### src/design/rbf_pkg.sv
// shared types, codes and the backoff delay table for the reconnect state machine
// no dependencies; used by rbf_step and reconnect_backoff_fsm_unit
package rbf_pkg;

    localparam int TIME_W    = 32;
    localparam int ATT_W     = 8;
    localparam int DELAY_W   = 12;
    localparam int FUNC_W    = 2;
    localparam int ACTION_W  = 2;
    localparam int STATE_W   = 2;

    localparam int BACKOFF_STEPS = 6;
    localparam int TABLE_LEN     = 6;

    localparam logic [ATT_W-1:0] ATTEMPT_MAX = 8'hFF;

    typedef enum logic [FUNC_W-1:0] {
        FUNC_CONNECT    = 2'd0,
        FUNC_DISCONNECT = 2'd1,
        FUNC_TICK       = 2'd2,
        FUNC_UNKNOWN    = 2'd3
    } func_t;

    typedef enum logic [ACTION_W-1:0] {
        ACT_NONE      = 2'd0,
        ACT_WAIT      = 2'd1,
        ACT_START_ADV = 2'd2
    } action_t;

    typedef enum logic [STATE_W-1:0] {
        ST_DISCONNECTED = 2'd0,
        ST_ADVERTISING  = 2'd1,
        ST_BACKOFF      = 2'd2,
        ST_CONNECTED    = 2'd3
    } link_state_t;

    typedef struct packed {
        link_state_t         link;
        logic [ATT_W-1:0]    attempts;
        logic [DELAY_W-1:0]  backoff;
        logic [TIME_W-1:0]   wake;
    } link_ctx_t;

    // delay for an attempt count, index clamped to the last configured step
    function automatic logic [DELAY_W-1:0] delay_lookup(input logic [ATT_W-1:0] att);
        logic [ATT_W-1:0]   idx;
        logic [DELAY_W-1:0] d;
        idx = (att == '0) ? '0 : att - 1'b1;
        if (idx > ATT_W'(BACKOFF_STEPS - 1))
        begin
            idx = ATT_W'(BACKOFF_STEPS - 1);
        end
        if (idx >= ATT_W'(TABLE_LEN))
        begin
            idx = ATT_W'(TABLE_LEN - 1);
        end
        case (idx)
            8'd0:    d = 12'd100;
            8'd1:    d = 12'd200;
            8'd2:    d = 12'd400;
            8'd3:    d = 12'd800;
            8'd4:    d = 12'd1600;
            default: d = 12'd3000;
        endcase
        return d;
    endfunction

endpackage

### src/design/rbf_step.sv
// next-state and action logic for one link event
// depends on rbf_pkg
module rbf_step (
    input  logic [rbf_pkg::FUNC_W-1:0] func,
    input  logic [rbf_pkg::TIME_W-1:0] now_ms,
    input  rbf_pkg::link_ctx_t         cur,
    output rbf_pkg::link_ctx_t         nxt,
    output rbf_pkg::action_t           action
);
    import rbf_pkg::*;

    logic [ATT_W-1:0]   att_new;
    logic [DELAY_W-1:0] delay_new;

    always_comb
    begin
        if (cur.link == ST_CONNECTED)
        begin
            att_new = ATT_W'(1);
        end
        else if (cur.attempts < ATTEMPT_MAX)
        begin
            att_new = cur.attempts + 1'b1;
        end
        else
        begin
            att_new = cur.attempts;
        end
        delay_new = delay_lookup(att_new);
    end

    always_comb
    begin
        nxt    = cur;
        action = ACT_NONE;
        case (func_t'(func))
            FUNC_CONNECT:
            begin
                if (cur.link != ST_CONNECTED)
                begin
                    nxt.link     = ST_CONNECTED;
                    nxt.attempts = '0;
                    nxt.backoff  = '0;
                    nxt.wake     = '0;
                end
            end
            FUNC_DISCONNECT:
            begin
                if (cur.link != ST_DISCONNECTED)
                begin
                    nxt.link     = ST_BACKOFF;
                    nxt.attempts = att_new;
                    nxt.backoff  = delay_new;
                    // deadline wraps modulo 2^32
                    nxt.wake     = now_ms + TIME_W'(delay_new);
                    action       = ACT_WAIT;
                end
            end
            FUNC_TICK:
            begin
                if (cur.link == ST_BACKOFF)
                begin
                    if (now_ms < cur.wake)
                    begin
                        action = ACT_WAIT;
                    end
                    else
                    begin
                        nxt.link = ST_ADVERTISING;
                        action   = ACT_START_ADV;
                    end
                end
            end
            default:
            begin
                action = ACT_NONE;
            end
        endcase
    end

endmodule

### src/design/reconnect_backoff_fsm_unit.sv
// Link reconnect state machine with exponential backoff. Each event request
// is captured in an input register, evaluated combinationally against the
// held link state, and its result lands in an output register; while the
// output is not stalled a new request is taken every cycle, so throughput is
// one event per clock. The link context register updates as the request
// moves to the output register, so back-to-back events see each other's
// effect. Output stall holds both stages.
// depends on rbf_pkg and rbf_step
module reconnect_backoff_fsm_unit (
    input  logic                          clk,
    input  logic                          rst_n,
    input  logic                          evt_valid,
    output logic                          evt_stall,
    input  logic [rbf_pkg::FUNC_W-1:0]    func,
    input  logic [rbf_pkg::TIME_W-1:0]    now_ms,
    output logic                          res_valid,
    input  logic                          res_stall,
    output logic [rbf_pkg::ACTION_W-1:0]  action,
    output logic [rbf_pkg::STATE_W-1:0]   state_after,
    output logic [rbf_pkg::ATT_W-1:0]     attempt_after,
    output logic [rbf_pkg::DELAY_W-1:0]   delay_after,
    output logic [rbf_pkg::TIME_W-1:0]    deadline_after
);
    import rbf_pkg::*;

    logic                in_valid_reg;
    logic [FUNC_W-1:0]   func_reg;
    logic [TIME_W-1:0]   now_reg;
    link_ctx_t           ctx_reg;
    link_ctx_t           ctx_next;
    action_t             act_next;
    logic                out_valid_reg;
    action_t             act_reg;
    link_ctx_t           res_reg;
    logic                advance;

    // input register holds a request and output register is free, or emptying this cycle
    assign advance   = in_valid_reg && (!out_valid_reg || !res_stall);
    assign evt_stall = in_valid_reg && !advance;

    rbf_step u_step (
        .func   (func_reg),
        .now_ms (now_reg),
        .cur    (ctx_reg),
        .nxt    (ctx_next),
        .action (act_next)
    );

    always_ff @(posedge clk or negedge rst_n)
    begin
        if (!rst_n)
        begin
            in_valid_reg  <= 1'b0;
            out_valid_reg <= 1'b0;
            ctx_reg       <= '{link: ST_DISCONNECTED, attempts: '0, backoff: '0, wake: '0};
        end
        else
        begin
            if (!evt_stall)
            begin
                in_valid_reg <= evt_valid;
            end
            if (advance)
            begin
                ctx_reg       <= ctx_next;
                out_valid_reg <= 1'b1;
            end
            else if (!res_stall)
            begin
                out_valid_reg <= 1'b0;
            end
        end
    end

    always_ff @(posedge clk)
    begin
        if (!evt_stall && evt_valid)
        begin
            func_reg <= func;
            now_reg  <= now_ms;
        end
        if (advance)
        begin
            act_reg <= act_next;
            res_reg <= ctx_next;
        end
    end

    assign res_valid      = out_valid_reg;
    assign action         = act_reg;
    assign state_after    = res_reg.link;
    assign attempt_after  = res_reg.attempts;
    assign delay_after    = res_reg.backoff;
    assign deadline_after = res_reg.wake;

`ifndef SYNTH
    a_adv_state: assert property (@(posedge clk) disable iff (!rst_n)
        (res_valid && act_reg == ACT_START_ADV) |-> (res_reg.link == ST_ADVERTISING))
        else $error("start advertising without advertising state");

    a_wait_backoff: assert property (@(posedge clk) disable iff (!rst_n)
        (res_valid && act_reg == ACT_WAIT) |-> (res_reg.link == ST_BACKOFF && res_reg.backoff != '0))
        else $error("wait reported outside backoff");

    a_connected_clear: assert property (@(posedge clk) disable iff (!rst_n)
        (res_valid && res_reg.link == ST_CONNECTED)
            |-> (res_reg.attempts == '0 && res_reg.backoff == '0 && res_reg.wake == '0))
        else $error("connected link with stale backoff context");

    a_ctx_hold: assert property (@(posedge clk) disable iff (!rst_n)
        !advance |=> $stable(ctx_reg))
        else $error("link context changed without a request");
`endif

endmodule
### config.mk
export PLATFORM = sky130hd
export DESIGN_NAME = reconnect_backoff_fsm_unit
export DESIGN_NICKNAME = d
export VERILOG_FILES = /design/src/design/rbf_pkg.sv /design/src/design/rbf_step.sv /design/src/design/reconnect_backoff_fsm_unit.sv
export SDC_FILE = /design/constraint.sdc
export NUM_CORES = 1
export LEC_CHECK = 0
export ABC_AREA = 0
export BUFFER_PORTS_ARGS = -buffer_cell sky130_fd_sc_hd__buf_2
export CORE_MARGIN = 5
export CORE_UTILIZATION = 50
export CTS_BUF_LIST = sky130_fd_sc_hd__clkbuf_8
export CTS_CLUSTER_DIAMETER = 100
export DETAILED_ROUTE_END_ITERATION = 6
export PLACE_DENSITY = 0.77
export REMOVE_ABC_BUFFERS = 1
export SYNTH_ARGS = -nofsm -noshare
export SYNTH_HDL_FRONTEND = slang
export SYNTH_SLANG_ARGS = --single-unit
### constraint.sdc
create_clock -name clk -period 5.3 [get_ports clk]
set_input_delay 0.53 -clock clk [delete_from_list [all_inputs] [get_ports clk]]
set_output_delay 0.53 -clock clk [all_outputs]
set_load 0.02 [all_outputs]
==> results of run 1 <==
==> metal layers <==
layer / share of wire (%) / vias up / track usage, %
li1: - / 2846 / -
met1: 42 / 2797 / 26.1
met2: 48 / 224 / 33.5
met3: 7.5 / 38 / 5.55
met4: 2.6 / 0 / 7.60
met5: 0 / - / 0
==> power breakdown <==
part           internal, W  switching (W)
registers          0.00149       0.000131
logic              0.00102        0.00144
clock network     0.000394       0.000429
total              0.00290        0.00200
==> through the flow <==
| stage | setup TNS, ns | utilization (%) |
|---|---|---|
| 2_1_floorplan | -0.793 | - |
| 3_3_place_gp | 0 | 56.0 |
| 3_5_place_dp | 0 | 56.0 |
| 4_1_cts | 0 | 58.5 |
| 5_1_grt | -0.00100 | 58.8 |
| 6_report | 0 | 58.8 |
==> final cells by class <==
| cell class | instances | area [um2] |
|---|---|---|
| clock inverter | 13 | 110 |
| clock buffer | 19 | 262 |
| fill | 1295 | 6250 |
| sequential | 146 | 4110 |
| multi-input combinational | 501 | 3320 |
| tap | 188 | 235 |
| timing repair buffer | 125 | 701 |
| inverter | 43 | 161 |
==> synthesized netlist by cell type, types with 4 or more instances <==
library cell | number | area share (%)
o21ai_0 | 76 | 5.0
xnor2_1 | 19 | 2.2
nand2_1 | 111 | 5.4
buf_2 | 5 | 0.33
a21o_1 | 13 | 1.3
ha_1 | 49 | 8.0
nand3_1 | 15 | 0.98
inv_1 | 42 | 2.1
a21oi_1 | 20 | 1.3
xor2_1 | 12 | 1.4
nor2_1 | 34 | 1.7
nor2b_1 | 6 | 0.49
a211oi_1 | 4 | 0.39
nor3_1 | 13 | 0.85
a221oi_1 | 5 | 0.57
a22o_1 | 30 | 3.4
nand4_1 | 10 | 0.81
dfrtp_1 | 56 | 18
edfxtp_1 | 90 | 35
nand2b_1 | 5 | 0.41
nor4_1 | 6 | 0.49
o211ai_1 | 5 | 0.49
and2_1 | 8 | 0.65
a31o_2 | 4 | 0.46
nand4b_1 | 4 | 0.46
and3_1 | 6 | 0.49
clkbuf_1 | 23 | 1.1
==> logic make-up after synthesis <==
logic type      count (synthesis)  synth area share, %
fa+ha+maj                      50                 8.25
mux                             1                0.130
buf+inv                        74                 3.91
simple gates                  233                 14.3
compound gates                186                 16.4
flops                         146                 53.5
xor+xnor                       31                 3.54
==> what timing repair did <==
item | 4_1_cts | 5_1_grt
gates resized for setup | 0 | 11
setup endpoints to repair | 0 | 28
buffers inserted | 0 | 1
==> final timing paths <==
kind                             start  cells after the start                  to  slack [ns]
setup / recovery           ctx_reg[44]                     24  deadline_after[24]        0.31
hold / removal                   rst_n                      2         ctx_reg[40]        0.24
setup reg to reg           ctx_reg[44]                     24  deadline_after[24]        0.31
hold reg to reg            ctx_reg[32]                      1         ctx_reg[32]        0.48
max in group asynchronous        rst_n                      2         ctx_reg[48]        4.51
min in group clk             now_ms[1]                      1          now_reg[1]        0.24
==> worst reg2reg max path, stage by stage, from the launching register on <==
cell and delay [ns]:
dfrtp_1 0.38, ha_2 0.22, and4_2 0.27, nand2_2 0.10, nand2_1 0.06, a21oi_1 0.14
inv_1 0.09, ha_1 0.30, buf_4 0.15, nand3_1 0.09, a221oi_1 0.30, a31o_2 0.20
nand3b_1 0.15, a21oi_2 0.22, inv_2 0.08, ha_1 0.31, and3_1 0.19, a2111o_1 0.43
a21o_1 0.20, a21oi_2 0.15, o21ai_1 0.09, buf_4 0.19, nor4b_1 0.17, xnor2_1 0.16
o21ai_0 0.09
==> impl_metrics.tcl, run 1 <==
set metrics [dict create \
    run_status "completed" \
    final_area_um2 8900 \
    ctsHoldBuffers 0 \
    hold_path.class "in2async" \
    insertion_delay_ns 0.46 \
    dp_slack_ns 0.128 \
    p_total_w 0.00490 \
    drt_iter0_drc 488 \
    ant_nets 0 \
    fmax_ghz 0.200 \
    cts-buffers-inserted 17 \
    worst_pin_slew_ns 1.18 \
    startpoint_type "flop" \
    finalCritPeriodShare_pct 94.1 \
    clk_pin_slew_worst_paths_ns 0.08 \
    core_area_um2 15100 \
    worst_slack_ns 0.311 \
    syn2layout_area_growth_pct 15.9 \
    dpl_cell_area_um2 8480 \
    powerDensity_nw_per_um2 551 \
    netlist_instances 721 \
    setup_viol 0 \
    place_inst 1002 \
    grt_pass1_wl_mm 28.8 \
    async_flop_share_pct 38.4 \
    layout.nets 922 \
    relSlewSlack_pct 21.3 \
    synth_ff_type "edfxtp_1" \
    start_util_pct 50.7 \
    final_cell_mix "nand2_1, buf_2, edfxtp_1" \
    slowest_delay_ns 0.43 \
    root_buffer "clkbuf_8" \
    io_buffer_count 95 \
    die_h_um 134 \
    yosysWarnings 0 \
    antenna_found_initial 0 \
    drc_errors 0 \
    io_pins 96 \
    dpl.hpwl_mm 12.3 \
    layout_min_cycle_time_ns 4.99 \
    die_area_um2 17900 \
    cp_cell_sequence "ha_2, and4_2, nand2_2, nand2_1, a21oi_1, inv_1, ha_1, buf_4, nand3_1, a221oi_1, a31o_2, nand3b_1, a21oi_2, inv_2, ha_1, and3_1, a2111o_1, a21o_1, a21oi_2, o21ai_1, buf_4, nor4b_1, xnor2_1, o21ai_0" \
    critPathCaptureType "flop" \
    vias 5905 \
    wl_per_cell_um 17.4 \
    slowest_stage "a2111o_1" \
    ys_seq_area_share_pct 53.5 \
    diodes 0 \
    gp_congestion 0.925 \
    die_w_um 134 \
    largest_reg_flops 54 \
    final_hold_viol_count 0 \
    worst-path-buf-inv 4 \
    cp.arrival_ns 5.19 \
    layout_commonest_cell "nand2_1" \
    num_rows 45 \
    syn_area_um2 7680 \
    cellLeakagePower_nw 3.78 \
    whs_ns 0.237 \
    cts_tree "built" \
    crit_required_ns 5.50 \
    criticalPathCategory "reg2reg" \
    wl_mm 18.1 \
    grt_max_degree 57 \
    synth.distinct_cells 63 \
    synth-seq-cells 146 \
    grt_overflow 0 \
    finalClockSkew_ns 0.0113 \
    irDropWorstVdd_v 0.000310 \
    drt-vias-per-instance 5.71 \
    tritoncts_num_sinks 146 \
    final_cells 1035 \
    crit_fanout 10 \
    critical_path.top_delay_family "compound AO/OA/AOI/OAI gates" \
    grt_pass1_vias 5764 \
    cts_buffer_depth 2 \
    syn_avg_cell_area_um2 10.6 \
    drt_pre_antenna_iters 6 \
    drv_cap 0 \
    slew_viol_final 0 \
    layout-drive-gt1-share_pct 21.3 \
    synth_edf_count 90 \
    htree_num_levels 4 \
    groute.usage.overall_pct 20.4 \
]
Power figures use the tool's default switching activity.
==> run 2, diff against run 1 <==
--- a/config.mk
+++ b/config.mk
@@ -13,6 +13,7 @@
 export CTS_CLUSTER_DIAMETER = 100
 export DETAILED_ROUTE_END_ITERATION = 6
 export PLACE_DENSITY = 0.77
+export RECOVER_POWER = 100
 export REMOVE_ABC_BUFFERS = 1
 export SYNTH_ARGS = -nofsm -noshare
 export SYNTH_HDL_FRONTEND = slang
==> run 2 against run 1 <==
  * The flow now finishes with violations (max-capacitance violations, max-slew violations)
  * Core utilization is 0.61 points lower
  * Die area stayed put
  * Register-to-register slack hardly changed
  * Clock power hardly changed
  * Routed wire length hardly changed
  * Sequential power hardly changed
  * Count of clock-buffer cells in the layout stayed put
  * Maximum frequency hardly changed
  * Critical path type unchanged
  * Highest routed layer unchanged
==> impl_metrics.tcl, run 2 (same netlist as run 1, synthesis figures left out) <==
set metrics [dict create \
    run_status "finished, violations left" \
    violations "max-capacitance violations, max-slew violations" \
    crit_required_ns 5.50 \
    layout.nets 922 \
    grt_pass1_wl_mm 28.8 \
    io_pins 96 \
    setup_viol 0 \
    dp_slack_ns 0.128 \
    wl_mm 18.0 \
    cellLeakagePower_nw 3.58 \
    swShare_pct 41.1 \
    root_buffer "clkbuf_8" \
    gp_congestion 0.925 \
    die_area_um2 17900 \
    groute.usage.overall_pct 20.4 \
    drt_iter0_drc 508 \
    antenna_found_initial 0 \
    final_cell_mix "nand2_1, edfxtp_1, o21ai_0" \
    worstReg2RegEnd "deadline_after[24]" \
    seq_power_share_pct 33.3 \
    cts_buffer_depth 2 \
    die_w_um 134 \
    criticalPathCategory "reg2reg" \
    grt_pass1_vias 5764 \
    grt_overflow 0 \
    relSlewSlack_pct -123 \
    final_cells 1035 \
    drt-vias-per-instance 5.71 \
    r2r-start "ctx_reg[45]" \
    dpl_cell_area_um2 8480 \
    worst_slack_ns 0.316 \
    grt_max_degree 57 \
    die_h_um 134 \
    hold_path.class "in2reg" \
    powerDensity_nw_per_um2 554 \
    final_hold_viol_count 0 \
    worst_pin_slew_ns 3.35 \
    layout_commonest_cell "nand2_1" \
    fillerInstances 1329 \
    switchingPower_w 0.00201 \
    slew_viol_final 232 \
    final_area_um2 8810 \
    combPwrFrac_pct 49.9 \
    p_total_w 0.00488 \
    layout-drive-gt1-share_pct 13.5 \
    start_util_pct 50.7 \
    tritoncts_num_sinks 146 \
    wl_per_cell_um 17.4 \
    r2r_cells 23 \
    cts-buffers-inserted 17 \
    finalCritPeriodShare_pct 94.0 \
    vias 5913 \
    clk_pin_slew_worst_paths_ns 0.09 \
    num_rows 45 \
    io_buffer_count 95 \
    syn2layout_area_growth_pct 14.7 \
    htree_num_levels 4 \
    fmax_ghz 0.201 \
    cp.arrival_ns 5.19 \
    critPathCaptureType "flop" \
    diodes 0 \
    clkPwrFrac_pct 16.9 \
    cts_tree "built" \
    reg2reg_slack_ns 0.32 \
    crit_fanout 10 \
    dpl.hpwl_mm 12.3 \
    drv_cap 5 \
    ant_nets 0 \
    startpoint "ctx_reg[45]" \
    finalClockSkew_ns 0.0118 \
    setup.worst_path.end "deadline_after[24]" \
    largest_reg_flops 54 \
    insertion_delay_ns 0.46 \
    core_area_um2 15100 \
    layout_min_cycle_time_ns 4.98 \
    intPower_w 0.00288 \
    startpoint_type "flop" \
    drc_errors 0 \
    place_inst 1002 \
    whs_ns 0.236 \
    drt_pre_antenna_iters 7 \
    irDropWorstVdd_v 0.000310 \
]
[run 2: metal layers]
layer	share of wire (%)	vias up	track usage, %
li1	-	2851	-
met1	43	2804	26.1
met2	48	222	33.5
met3	7.3	36	5.55
met4	2.6	0	7.60
met5	0	-	0
[run 2: stage by stage]
stage / setup TNS (ns) / utilization [%]
after global placement: 0 / 56.0
final: 0 / 58.1
after floorplan: -0.793 / -
after CTS: 0 / 58.5
after global routing: -0.00100 / 58.1
after detailed placement: 0 / 56.0
[run 2: cell type report]
cell class / count / area [um2] / share of cell area, %
Timing Repair Buffer: 125 / 611 / 6.93
Sequential cell: 146 / 4110 / 46.6
Clock inverter: 13 / 110 / 1.25
Tap cell: 188 / 235 / 2.67
Clock buffer: 19 / 262 / 2.97
Inverter: 43 / 161 / 1.83
Multi-Input combinational cell: 501 / 3320 / 37.7
[run 2: how the worst min path moves through the flow]
stage                startpoint           to  slack, ns  depth (start not counted)
detailed placement  ctx_reg[33]  ctx_reg[33]       0.46                          1
floorplan                 rst_n   ctx_reg[0]       0.23                          0
CTS                   now_ms[1]   now_reg[1]       0.21                          1
global route          now_ms[6]   now_reg[6]       0.21                          1
finish                now_ms[1]   now_reg[1]       0.24                          1
global placement    ctx_reg[32]  ctx_reg[32]       0.46                          1
[run 2: power groups by stage]
| stage | sequential (W) | clock [W] | combinational [W] |
|---|---|---|---|
| 2_1_floorplan | 0.00174 | 0 | 0.00155 |
| 3_3_place_gp | 0.00164 | 0 | 0.00234 |
| 3_5_place_dp | 0.00164 | 0 | 0.00237 |
| 4_1_cts | 0.00162 | 0.000839 | 0.00239 |
| 5_1_grt | 0.00165 | 0.000892 | 0.00271 |
| 6_report | 0.00162 | 0.000824 | 0.00243 |
[run 2: worst max-delay path, stage by stage (launching register included)]
cell and delay [ns]:
dfrtp_1 0.36, ha_2 0.23, and4_2 0.29, nand2_2 0.09, nand2_1 0.08, a21oi_1 0.06
inv_1 0.11, ha_1 0.18, inv_1 0.05, o41a_1 0.41, a2111o_1 0.42, a211oi_4 0.31
a21oi_2 0.13, inv_2 0.11, ha_1 0.26, and3_1 0.19, a2111o_1 0.43, a21o_1 0.20
a21oi_2 0.15, o21ai_1 0.09, buf_4 0.19, nor4b_1 0.16, xnor2_1 0.16, o21ai_0 0.09
[run 2: what timing repair did]
action,CTS,global route
setup endpoints to repair,0,28
setup buffers,0,1
hold buffers,0,0
resized for setup,0,11
